File: src/ple_pkg.sv
// shared types and constants for the positional list engine
// no dependencies
package ple_pkg;

  localparam int unsigned ACTION_W = 2;
  localparam int unsigned POS_W    = 5;
  localparam int unsigned DATA_W   = 32;
  localparam int unsigned COUNT_W  = 5;

  typedef enum logic [ACTION_W-1:0] {
    ACT_PUSH   = 2'd0,
    ACT_INSERT = 2'd1,
    ACT_DELETE = 2'd2,
    ACT_GET    = 2'd3
  } action_e;

  typedef enum logic [1:0] {
    ST_OK    = 2'd0,
    ST_RANGE = 2'd1,
    ST_FULL  = 2'd2
  } status_e;

endpackage

File: src/positional_list_engine_core.sv
// positional list engine top level: request decode, shift sequencer and result port
// depends on ple_pkg and ple_ram
//
// Ordered list of signed 32-bit values in a store of CAPACITY slots. A request is
// taken when start is high and busy is low; its result appears on status_o,
// data_o and count_o for exactly one cycle, marked by done_o, and cannot be held
// off by the receiver, so it must be captured in that cycle. A push and any
// rejected request (bad position or full list) give their result in the cycle
// after the request edge; a get reads the entry in S_RD and returns it from S_WR.
// An insert or a delete moves the later entries one slot at a time through the
// entry store, each moved entry a read (S_RD) and then a write (S_WR), and ends in
// S_FIN; at most CAPACITY-1 entries are moved. busy stays high while a request is
// in progress. No clearing pass is needed after reset: data of slots at or beyond
// the current length is never used.
module positional_list_engine_core
  import ple_pkg::*;
#(
  parameter int unsigned CAPACITY = 16
) (
  input  logic                      clk_i,
  input  logic                      rst_ni,
  input  logic                      start,
  output logic                      busy,
  input  logic [ACTION_W-1:0]       action_i,
  input  logic [POS_W-1:0]          position_i,
  input  logic signed [DATA_W-1:0]  value_i,
  output logic                      done_o,
  output logic [1:0]                status_o,
  output logic signed [DATA_W-1:0]  data_o,
  output logic [COUNT_W-1:0]        count_o
);

  // slot address width, length width and a compare width wide enough for both
  localparam int unsigned AW = (CAPACITY > 1) ? $clog2(CAPACITY) : 1;
  localparam int unsigned CW = $clog2(CAPACITY + 1);
  localparam int unsigned XW = ((CW > POS_W) ? CW : POS_W) + 1;

  typedef enum logic [1:0] {
    S_IDLE,
    S_RD,
    S_WR,
    S_FIN
  } state_e;

  state_e            state_q;
  action_e           op_q;
  logic [DATA_W-1:0] val_q;
  logic [CW-1:0]     rd_q;
  logic [CW-1:0]     wr_q;
  logic [CW-1:0]     left_q;
  logic [CW-1:0]     fill_q;
  logic              done_q;
  status_e           status_q;
  logic [DATA_W-1:0] data_q;

  // request decode
  action_e       act;
  logic          accept;
  logic [XW-1:0] pos_x;
  logic [XW-1:0] fill_x;
  logic          pos_zero;
  logic          full;
  logic          ins_bad;
  logic          at_bad;
  logic [CW-1:0] pos_m1;
  logic [CW-1:0] left_ins;
  logic [CW-1:0] left_del;

  // shared index step: walks down for insert, up for delete
  logic [CW-1:0] rd_step;

  // memory port
  logic              mem_we;
  logic [AW-1:0]     mem_waddr;
  logic [DATA_W-1:0] mem_wdata;
  logic [DATA_W-1:0] mem_rdata;

  assign act      = action_e'(action_i);
  assign accept   = start && (state_q == S_IDLE);
  assign pos_x    = XW'(position_i);
  assign fill_x   = XW'(fill_q);
  assign pos_zero = (position_i == '0);
  assign full     = (fill_q == CW'(CAPACITY));
  // insert may land one past the last entry
  assign ins_bad  = pos_zero || (pos_x > (fill_x + XW'(1)));
  assign at_bad   = pos_zero || (pos_x > fill_x);
  assign pos_m1   = CW'(pos_x - XW'(1));
  assign left_ins = CW'(fill_x - pos_x + XW'(1));
  assign left_del = CW'(fill_x - pos_x);

  assign rd_step = (op_q == ACT_INSERT) ? (rd_q - CW'(1)) : (rd_q + CW'(1));

  always_comb begin
    mem_we    = 1'b0;
    mem_waddr = wr_q[AW-1:0];
    mem_wdata = mem_rdata;
    case (state_q)
      S_IDLE: begin
        if (accept && (act == ACT_PUSH) && !full) begin
          mem_we    = 1'b1;
          mem_waddr = fill_q[AW-1:0];
          mem_wdata = value_i;
        end
      end
      S_WR: begin
        // copy of the entry read in the previous cycle
        mem_we = (op_q != ACT_GET);
      end
      S_FIN: begin
        // new value into the slot that the shift opened
        if (op_q == ACT_INSERT) begin
          mem_we    = 1'b1;
          mem_wdata = val_q;
        end
      end
      default: begin
        mem_we = 1'b0;
      end
    endcase
  end

  ple_ram #(
    .DEPTH  (CAPACITY),
    .ADDR_W (AW)
  ) u_ram (
    .clk_i   (clk_i),
    .we_i    (mem_we),
    .waddr_i (mem_waddr),
    .wdata_i (mem_wdata),
    .raddr_i (rd_q[AW-1:0]),
    .rdata_o (mem_rdata)
  );

  always_ff @(posedge clk_i or negedge rst_ni) begin
    if (!rst_ni) begin
      state_q  <= S_IDLE;
      op_q     <= ACT_PUSH;
      val_q    <= '0;
      rd_q     <= '0;
      wr_q     <= '0;
      left_q   <= '0;
      fill_q   <= '0;
      done_q   <= 1'b0;
      status_q <= ST_OK;
      data_q   <= '0;
    end else begin
      done_q <= 1'b0;
      case (state_q)
        S_IDLE: begin
          if (accept) begin
            op_q  <= act;
            val_q <= value_i;
            case (act)
              ACT_PUSH: begin
                done_q <= 1'b1;
                if (full) begin
                  status_q <= ST_FULL;
                  data_q   <= '0;
                end else begin
                  fill_q   <= fill_q + CW'(1);
                  status_q <= ST_OK;
                  data_q   <= value_i;
                end
              end
              ACT_INSERT: begin
                // range test comes before the full test
                if (ins_bad || full) begin
                  done_q   <= 1'b1;
                  status_q <= ins_bad ? ST_RANGE : ST_FULL;
                  data_q   <= '0;
                end else begin
                  rd_q    <= fill_q - CW'(1);
                  wr_q    <= fill_q;
                  left_q  <= left_ins;
                  state_q <= (left_ins == '0) ? S_FIN : S_RD;
                end
              end
              ACT_DELETE: begin
                if (at_bad) begin
                  done_q   <= 1'b1;
                  status_q <= ST_RANGE;
                  data_q   <= '0;
                end else begin
                  rd_q    <= CW'(pos_x);
                  wr_q    <= pos_m1;
                  left_q  <= left_del;
                  state_q <= (left_del == '0) ? S_FIN : S_RD;
                end
              end
              ACT_GET: begin
                if (at_bad) begin
                  done_q   <= 1'b1;
                  status_q <= ST_RANGE;
                  data_q   <= '0;
                end else begin
                  rd_q    <= pos_m1;
                  state_q <= S_RD;
                end
              end
              default: begin
                state_q <= S_IDLE;
              end
            endcase
          end
        end
        S_RD: begin
          // read data lands in the next cycle
          state_q <= S_WR;
        end
        S_WR: begin
          if (op_q == ACT_GET) begin
            done_q   <= 1'b1;
            status_q <= ST_OK;
            data_q   <= mem_rdata;
            state_q  <= S_IDLE;
          end else begin
            wr_q    <= rd_q;
            rd_q    <= rd_step;
            left_q  <= left_q - CW'(1);
            state_q <= (left_q == CW'(1)) ? S_FIN : S_RD;
          end
        end
        S_FIN: begin
          fill_q   <= (op_q == ACT_INSERT) ? (fill_q + CW'(1)) : (fill_q - CW'(1));
          done_q   <= 1'b1;
          status_q <= ST_OK;
          data_q   <= '0;
          state_q  <= S_IDLE;
        end
        default: begin
          state_q <= S_IDLE;
        end
      endcase
    end
  end

  assign busy     = (state_q != S_IDLE);
  assign done_o   = done_q;
  assign status_o = status_q;
  assign data_o   = data_q;
  // length after the request, low bits only
  assign count_o  = COUNT_W'(fill_q);

endmodule

File: src/ple_ram.sv
// entry store of the positional list engine: one write port, one read port
// with registered read data; uses ple_pkg
module ple_ram
  import ple_pkg::*;
#(
  parameter int unsigned DEPTH  = 16,
  parameter int unsigned ADDR_W = 4
) (
  input  logic              clk_i,
  input  logic              we_i,
  input  logic [ADDR_W-1:0] waddr_i,
  input  logic [DATA_W-1:0] wdata_i,
  input  logic [ADDR_W-1:0] raddr_i,
  output logic [DATA_W-1:0] rdata_o
);

  logic [DATA_W-1:0] mem_q [DEPTH];
  logic [DATA_W-1:0] rdata_q;

  always_ff @(posedge clk_i) begin
    if (we_i) begin
      mem_q[waddr_i] <= wdata_i;
    end
    rdata_q <= mem_q[raddr_i];
  end

  assign rdata_o = rdata_q;

endmodule
File: config.mk
export PLATFORM = sky130hd
export DESIGN_NAME = positional_list_engine_core
export DESIGN_NICKNAME = d
export VERILOG_FILES = /design/src/ple_pkg.sv /design/src/positional_list_engine_core.sv /design/src/ple_ram.sv
export SDC_FILE = /design/constraint.sdc
export NUM_CORES = 1
export LEC_CHECK = 0
export BUFFER_PORTS_ARGS = -buffer_cell sky130_fd_sc_hd__buf_2
export CELL_PAD_IN_SITES_DETAIL_PLACEMENT = 1
export CELL_PAD_IN_SITES_GLOBAL_PLACEMENT = 1
export CORE_AREA = 2 2 243 245
export DETAILED_ROUTE_END_ITERATION = 10
export DIE_AREA = 0 0 245 247
export GPL_TIMING_DRIVEN = 1
export PLACE_DENSITY_LB_ADDON = 0.05
export SYNTH_ARGS = -nofsm -noshare
export SYNTH_HDL_FRONTEND = slang
export SYNTH_SLANG_ARGS = --single-unit
File: constraint.sdc
create_clock -name clk_i -period 8.95 [get_ports clk_i]
set_input_delay 1.79 -clock clk_i [delete_from_list [all_inputs] [get_ports clk_i]]
set_output_delay 1.79 -clock clk_i [all_outputs]
set_load 0.01 [all_outputs]
== Yosys cells after proc, flatten, opt, wreduce, memory -nomap -nowiden ==
Memories as Yosys holds them, arrays and structs flattened. A register that Yosys moved wholly into a read port is not among the register bits.
Cells that the tools add are included.

* Add/subtract/negate cells: 9
* Equality and inequality tests: 23
* Reduce and logical (&&, ||, !) cells: 23
* Muxes and demuxes: 65
* Order comparisons: 2

{| class="wikitable"
|+ Operator list
! kind !! number
|-
| two-way mux 32 bit || 7
|-
| case mux 32 bit (3 select lines) || 2
|-
| two-way mux 5 bit || 14
|-
| case mux 32 bit (2 select lines) || 1
|-
| case mux 5 bit (2 select lines) || 4
|-
| two-way mux 2 bit || 14
|-
| two-way mux 4 bit || 5
|-
| subtractor 5 x 1 -> 5 bit, second input constant || 4
|-
| case mux 2 bit (3 select lines) || 3
|-
| case mux 4 bit (2 select lines) || 2
|-
| adder 5 x 1 -> 5 bit, second input constant || 3
|-
| logical NOT 5 bit || 3
|-
| inequality test 3 bit, second input constant || 5
|-
| case mux 5 bit (3 select lines) || 1
|-
| equality test 2 bit, second input constant || 5
|-
| inequality test 2 bit, second input constant || 5
|-
| AND reduction 5 bit || 2
|-
| case mux 1 bit (3 select lines) || 3
|-
| two-way mux 1 bit || 8
|-
| case mux 2 bit (4 select lines) || 1
|-
| AND reduction 7 bit || 1
|-
| adder 5 x 1 -> 6 bit, second input constant || 1
|-
| equality test 2 x 1 -> 1 bit, second input constant || 3
|-
| greater-than comparator 5 x 6 -> 1 bit || 1
|-
| 17 further kinds || 24
|}

* Flip-flop bits (word level): 90
* RAM bits: 512
* Output and inout bits: 41
* Memories kept: 1

{| class="wikitable"
|+ Memories
! name !! depth !! width !! read ports !! clocked after Yosys merged registers in !! wr ports !! RTL line !! source
|-
| u_ram.mem_q || 16 || 32 || 1 || 1 || 1 || ple_ram.sv:17 || <nowiki>logic [DATA_W-1:0] mem_q [DEPTH];</nowiki>
|}

== Logic depth before layout (Yosys ltp) ==
Gate-level depths: netlist of run 1.

* Depth after elaboration: 8
* Gate-level depth with buffers: 12
* Gate-level depth less buffers: 10

== Hierarchy ==
A second synthesis of run 1 with hierarchy kept.

* Cells, all modules: 1478
* Area, all modules: 25675.9 um^2

{| class="wikitable"
|+ By module, submodules not included
! module !! cells an instance !! instances !! area an instance (um^2)
|-
| ple_ram || 838 || 1 || 19835.3
|-
| positional_list_engine_core || 640 || 1 || 5840.6
|}

== Worst setup path after synthesis of run 1 ==
No wires, ideal clock.

* Path type: input -> register
* Start: input action_i[0]
* End: memory u_ram.mem_q[0][0], enable pin
* Path slack: 3.940 ns
* Cell stages on the path: 8
* Arrival time: 4.589 ns
* Setup time: 0.421 ns
* Cells stage by stage: inv_1 ha_1 nor3b_1 clkbuf_1 or4_1 a21oi_1 nand2_1 nor2_1

* Cells in the longest elaborated chain, start to end: 7
* Elaborated cells between the ends (all ways): 9
* Classes of those cells: 6 x mux; 3 x reduce/logical

{| class="wikitable"
|+ RTL lines
! item !! RTL line !! source
|-
| from (decl) || positional_list_engine_core.sv:24 || <nowiki>input logic [ACTION_W-1:0] action_i,</nowiki>
|-
| logical NOT 2 bit (*) || positional_list_engine_core.sv:99 || <nowiki>if (accept && (act == ACT_PUSH) && !full) begin</nowiki>
|-
| logical AND 1 bit (*) (2 in series) || positional_list_engine_core.sv:99 ||
|-
| two-way mux 1 bit || positional_list_engine_core.sv:99 ||
|-
| case mux 1 bit (3 select lines) || positional_list_engine_core.sv:97 || <nowiki>case (state_q)</nowiki>
|-
| two-way mux 1 bit || ple_ram.sv:21 || <nowiki>if (we_i) begin</nowiki>
|-
| two-way mux 1 bit (not written as such) || ple_ram.sv:22 || <nowiki>mem_q[waddr_i] <= wdata_i;</nowiki>
|-
| to (decl) || ple_ram.sv:17 ||
|}

Mark *: on every way between the ends. The rest lies on a longest branch, timed or not.

== Final worst setup path of run 1 ==
* Start: input action_i[0]
* End: memory u_ram.mem_q[11][4], enable pin

Same word-level chain as after synthesis.

==> results of run 1 <==
registers in the layout, summed over array words and instances (netlist names), 4 cells and up:
| register | cells |
|---|---|
| u_ram.mem_q | 512 |
| wr_q | 4 |
| left_q | 5 |
| count_o | 5 |
| u_ram.rdata_o | 32 |
| data_o | 32 |
| val_q | 32 |
| rd_q | 4 |
metrics by stage:
stage / setup WS (ns) / cells / util / total power [mW] / instance area, µm²
final: 4.20 / 2334 / 0.511 / 11.5 / 29800
after global routing: 4.02 / 2333 / 0.511 / 12.0 / 29800
after CTS: 4.19 / 2333 / 0.511 / 11.6 / 29800
after detailed placement: 3.56 / 2205 / 0.471 / 8.63 / 27400
after global placement: 3.63 / 2205 / 0.471 / 8.52 / 27400
after floorplan: 3.94 / 1365 / - / 7.12 / 25700
worst min-delay path by stage:
stage | startpoint | to | slack (ns) | cells past startpoint
detailed placement | data_o[11]$_DFFE_PN0P_ | data_o[11]$_DFFE_PN0P_ | 0.49 | 1
floorplan | op_q[1]$_DFFE_PN0P_ | op_q[1]$_DFFE_PN0P_ | 0.46 | 2
global route | val_q[23]$_DFFE_PN0P_ | val_q[23]$_DFFE_PN0P_ | 0.51 | 1
CTS | data_o[18]$_DFFE_PN0P_ | data_o[18]$_DFFE_PN0P_ | 0.51 | 1
finish | data_o[18]$_DFFE_PN0P_ | data_o[18]$_DFFE_PN0P_ | 0.50 | 1
global placement | data_o[18]$_DFFE_PN0P_ | data_o[18]$_DFFE_PN0P_ | 0.47 | 1
cell usage after synthesis (all sizes together), types with 6 or more instances:
| library cell | number |
|---|---|
| clkbuf | 55 |
| nand2 | 60 |
| a211oi | 6 |
| a21oi | 31 |
| a22oi | 32 |
| xnor2 | 11 |
| and2 | 6 |
| nor2 | 37 |
| ha | 28 |
| edfxtp | 512 |
| xor2 | 8 |
| nor3 | 10 |
| dfxtp | 32 |
| mux4 | 160 |
| inv | 25 |
| nand3 | 11 |
| mux2 | 69 |
| dfrtp | 89 |
| a31oi | 11 |
| a22o | 33 |
| buf | 25 |
| o21ai | 45 |
power breakdown:
part | switching, mW | total [mW] | internal (mW)
sequential | 0.338 | 4.63 | 4.29
clock | 1.18 | 2.95 | 1.77
combinational | 2.29 | 3.89 | 1.59
total | 3.81 | 11.5 | 7.66
cell type report:
type	count	area [µm²]	area share
well taps	773	967	0.0325
clock inverters	35	440	0.0148
multi-input cells	625	7180	0.241
flip-flops and latches	633	18300	0.613
inverters	27	101	0.00341
repair buffers	147	901	0.0303
diodes	1	2.50	0.0000841
clock buffers	93	1910	0.0642
cell families after synthesis:
kind of cell / count (synthesis)
simple gates: 150
compound gates: 194
buf+inv: 107
xor+xnor: 19
fa+ha+maj: 30
flops: 633
mux: 232
layout by cell type (no fill, tap or decap), types with 6 or more instances in the layout:
cell type / n
edfxtp_1: 512
mux4_2: 160
dfrtp_1: 85
buf_2: 81
clkbuf_16: 73
mux2_2: 67
buf_4: 66
nand2_1: 59
o21ai_0: 42
a22o_1: 33
a22oi_1: 32
dfxtp_1: 32
a21oi_1: 31
ha_1: 27
inv_1: 25
nor2_1: 21
clkbuf_1: 19
nor2_4: 16
nand3_1: 11
xnor2_1: 11
clkinv_2: 11
a31oi_1: 10
nor3_1: 9
bufinv_16: 9
xor2_1: 8
clkinv_1: 8
a211oi_1: 6
layer usage:
layer  global-route usage  share of wire  routed length, µm  vias up
met5                    0              0                  0        -
met4               0.0660          0.027               1780        0
met3               0.0383          0.045               2930      117
met2                0.365           0.48              31800      325
met1                0.316           0.44              29100     7355
li1                     -              -                  -     5818
==> out/results.txt, run 1 <==
status: complete, no violations
Clock Skew: 0.0274 ns
Longest Clk Path Bufs: 3
largest net degree at the start of global routing: 57
final setup violation count: 0
clk slew on worst S/H paths: 0.06 ns
First-pass DRT Iterations: 4
origin of the critical flop-to-flop path: count_o[0]$_DFFE_PN0P_
worst setup path class: in2reg
FF-to-FF setup slack: 4.46 ns
hold slack: 0.496 ns
crit path max fanout: 31
mux contribution to synthesized area: 0.171
setup_tns: 0 ns
biggest area consumer among synthesized cells: edfxtp_1
Resized Gates After CTS: 0
first-pass GRT wire length: 98.6 mm
layout net count: 1,575
Root Buffer: clkbuf_16
vias in the first global route: 14,600
#FFs+latches synth: 633
part of the cycle the worst path needs: 0.531
initial core utilization: 0.442
Synth top area share: 0.597
worst hold-check path type: reg2reg
Max IR drop VDD: 0.245 mV
Die Wd: 245 µm
Worst-Margin Slew: 1.26 ns
clock sinks: 633
CP startpoint kind: input pin
largest family of logic cells by synthesized area: multiplexers
CTS Buf Count: 69
MaxCap Viol Count: 0
YS warnings: 0
post-synthesis compound-gate area fraction: 0.0532
crit path to: u_ram.mem_q[11][4]$_DFFE_PP_
CP peak stage delay: 0.71 ns
Avg Cell Area, Syn: 18.9 µm²
total length of routed wires: 65.7 mm
most frequent CP cell: buf_4
ys flop type: edfxtp_1
IO Pins: 83
WL/cell: 28.1 µm
DRT iter0 DRCs: 1,153
routed via count: 13,600
Syn-to-layout area delta: 15.7%
ANT nets after route: 0
WP buf/inv: 4
CP Launch Point: action_i[0]
critical path's slowest cell: or4b_2
Netlist cell types: 67
post-synthesis sequential area ratio: 0.709
Levels on crit path: 10
Post-synth EDFFs: 512
synth top area cells: edfxtp_1 60%, mux4_2 14%, dfrtp_1 8.7%
Lkg Pwr: 10.3 nW
Worst EP arrival: 5.02 ns
Port Buf Inserts: 82
min Tclk post-route: 4.75 ns
Register-to-Register Path Depth: 10
GRT Util Overall: 0.225
hold_buf cts: 0
via/cell ratio: 5.83
Fmax: 211 MHz
delay-heaviest family, CP: simple AND/OR/NAND/NOR gates
Remaining Overflow, GRT: 0
CTS HTree Levels: 3
clk_lat worst skew: 0.61 ns
Post-Synth Simple-Gate Area: 0.0276
Post-Synth XOR/XNOR Area: 0.00647
crit-path cells: buf_2 -> inv_1 -> ha_1 -> nor3b_2 -> buf_4 -> or4b_2 -> a21oi_1 -> nand2_1 -> nor2_4 -> buf_4
initial antenna violation count: 0
detailed placement HPWL: 38.4 mm
Die H: 247 µm
async set or reset register ratio after synthesis: 0.141
syn_nets: 1,437
Mapped Area: 0.0257 mm²
Filler Cell Count: 5,310
post-synthesis adder-cell area fraction: 0.0152
WP data required: 9.22 ns
Syn Inst Count: 1,365
RePlAce Congestion: 0.793
core footprint: 0.0582 mm²
number of setup buffers added after CTS: 0
layout cells sized above 1: 0.331
FP Rows: 89
Power Dens Cells: 385 mW/mm²
CTS tree: yes
Final Hold Vio Count: 0
die area: 0.0605 mm²
Slew Viols, Final: 0
DRC: 0
Slew Limit Headroom: 0.152
r2r endpoint: u_ram.mem_q[11][4]$_DFFE_PP_
crit end category: register
RSZ-0062 raised after global routing: no
Power figures use the tool's default switching activity.
==> inputs of run 2 (changes only) <==
==> constraint.sdc (replaced) <==
create_clock -name clk_i -period 4.1 [get_ports clk_i]
set_input_delay 0.82 -clock clk_i [delete_from_list [all_inputs] [get_ports clk_i]]
set_output_delay 0.82 -clock clk_i [all_outputs]
set_load 0.01 [all_outputs]
==> out/results.txt, run 2 (synthesized netlist as in run 1, its figures left out) <==
status: complete, no violations (unchanged)
dpl cells: 2,233 (was 2,205)
Remaining Overflow, GRT: 0 (unchanged)
clock sinks: 633 (unchanged)
setup_tns: 0 ns (unchanged)
initial antenna violation count: 1 (was 0)
final setup violation count: 0 (unchanged)
CP startpoint kind: register (was input pin)
layout cells sized above 1: 0.340 (was 0.331)
clk slew on worst S/H paths: 0.06 ns (about the same)
total length of routed wires: 64.1 mm (was 65.7 mm)
MaxCap Viol Count: 0 (unchanged)
crit end category: register (unchanged)
min Tclk post-route: 3.80 ns
Lkg Pwr: 10.4 nW (was 10.3 nW)
number of setup buffers added after CTS: 0 (unchanged)
hold_buf cts: 0 (unchanged)
Slew Limit Headroom: 0.277 (was 0.152)
CTS tree: yes (unchanged)
vias in the first global route: 14,600 (about the same)
detailed placement HPWL: 38.9 mm (was 38.4 mm)
CTS Buf Count: 69 (unchanged)
Final Hold Vio Count: 0 (unchanged)
r2r endpoint: data_o[17]$_DFFE_PN0P_ (was u_ram.mem_q[11][4]$_DFFE_PP_)
DRC: 0 (unchanged)
Fmax: 263 MHz
most common cell after layout, fill and taps aside: edfxtp_1 (unchanged)
Layout Cells excl Fill: 2,359 (was 2,334)
FF-to-FF setup slack: 0.30 ns (was 4.46 ns)
Root Buffer: clkbuf_16 (unchanged)
final core utilization: 0.515 (was 0.511)
Clock Skew: 0.0171 ns (was 0.0274 ns)
Port Buf Inserts: 82 (unchanged)
Die Wd: 245 µm (unchanged)
Worst EP arrival: 4.28 ns (was 5.02 ns)
IO Pins: 83 (unchanged)
part of the cycle the worst path needs: 0.928
ANT nets after route: 0 (unchanged)
Slew Viols, Final: 0 (unchanged)
worst setup path class: reg2reg (was in2reg)
Power Dens Cells: 827 mW/mm² (was 385 mW/mm²)
RePlAce Congestion: 0.810 (was 0.793)
Reg with most FFs: u_ram.mem_q (unchanged)
Place WS: 0.290 ns (was 3.56 ns)
Die H: 247 µm (unchanged)
DP Area: 0.0278 mm² (was 0.0274 mm²)
DRT iter0 DRCs: 1,130 (was 1,153)
routed via count: 13,600 (about the same)
worst hold-check path type: in2async (was reg2reg)
initial core utilization: 0.442 (unchanged)
most frequent cells in the layout: 512 x edfxtp_1, 160 x mux4_2, 85 x dfrtp_1 (unchanged)
largest net degree at the start of global routing: 59 (was 57)
Diodes inserted: 0 (was 1)
Worst-Margin Slew: 1.07 ns (was 1.26 ns)
WL/cell: 27.2 µm (was 28.1 µm)
FP Rows: 89 (unchanged)
die area: 0.0605 mm² (unchanged)
RSZ-0062 raised after global routing: no (unchanged)
Longest Clk Path Bufs: 3 (unchanged)
Register-to-Register Path Depth: 10 (unchanged)
number of flip-flops in the largest register: 512 (unchanged)
fin area: 0.0300 mm² (was 0.0298 mm²)
Syn-to-layout area delta: 16.6% (was 15.7%)
Resized Gates After CTS: 0 (unchanged)
core footprint: 0.0582 mm² (unchanged)
CTS HTree Levels: 3 (unchanged)
clk_lat worst skew: 0.61 ns (about the same)
layout net count: 1,603 (was 1,575)
worst setup margin: 0.296 ns (was 4.20 ns)
first-pass GRT wire length: 96.8 mm (was 98.6 mm)
GRT Util Overall: 0.219 (was 0.225)
WP data required: 4.58 ns (was 9.22 ns)
First-pass DRT Iterations: 5 (was 4)
Max IR drop VDD: 0.390 mV (was 0.245 mV)
crit path max fanout: 22 (was 31)
origin of the critical flop-to-flop path: count_o[3]$_DFFE_PN0P_ (was count_o[0]$_DFFE_PN0P_)
via/cell ratio: 5.75 (was 5.83)
run 2: layout make-up:
| cell class | instances | area [µm²] |
|---|---|---|
| Tap cell | 773 | 967 |
| Multi-Input combinational cell | 625 | 7180 |
| Fill cell | 5285 | 28200 |
| Clock inverter | 26 | 260 |
| Inverter | 27 | 101 |
| Sequential cell | 633 | 18300 |
| Clock buffer | 100 | 1970 |
| Timing Repair Buffer | 175 | 1290 |
run 2: metrics by stage:
step	total power, mW	hold WS [ns]
2_1_floorplan	15.6	0.455
3_3_place_gp	18.7	0.466
3_5_place_dp	19.0	0.488
4_1_cts	25.1	0.366
5_1_grt	26.1	0.382
6_report	24.8	0.320
run 2: power breakdown:
part | internal (mW) | total, mW | switching (mW)
registers | 9.36 | 10.0 | 0.685
logic | 3.67 | 8.65 | 4.99
clock network | 3.60 | 6.12 | 2.52
total | 16.6 | 24.8 | 8.19
run 2: how the worst max path moves through the flow:
stage	start	end	slack, ns	cells after the start
5_1_grt	count_o[3]$_DFFE_PN0P_	data_o[10]$_DFFE_PN0P_	0.18	10
6_report	count_o[3]$_DFFE_PN0P_	data_o[17]$_DFFE_PN0P_	0.30	10
4_1_cts	count_o[3]$_DFFE_PN0P_	data_o[10]$_DFFE_PN0P_	0.27	10
3_3_place_gp	count_o[3]$_DFFE_PN0P_	data_o[10]$_DFFE_PN0P_	0.39	10
2_1_floorplan	action_i[0]	u_ram.mem_q[0][0]$_DFFE_PP_	0.06	8
3_5_place_dp	count_o[3]$_DFFE_PN0P_	data_o[10]$_DFFE_PN0P_	0.29	10
run 2: worst max-delay path, stage by stage (launching register included):
cell and delay, ns:
dfrtp_1 0.64, clkinv_1 0.44, xnor2_1 0.26, ha_1 0.30, nand3_1 0.09, o21bai_1 0.18
a31oi_2 0.39, o41ai_2 0.13, a2111oi_4 0.41, buf_4 0.41, mux2_2 0.39
run 2: layer usage:
metal / wire, µm / global-route usage / up-vias
met4: 1040 / 0.0565 / 0
met2: 31600 / 0.360 / 285
li1: - / - / 5878
met3: 2890 / 0.0321 / 75
met1: 28600 / 0.309 / 7319
met5: 0 / 0 / -
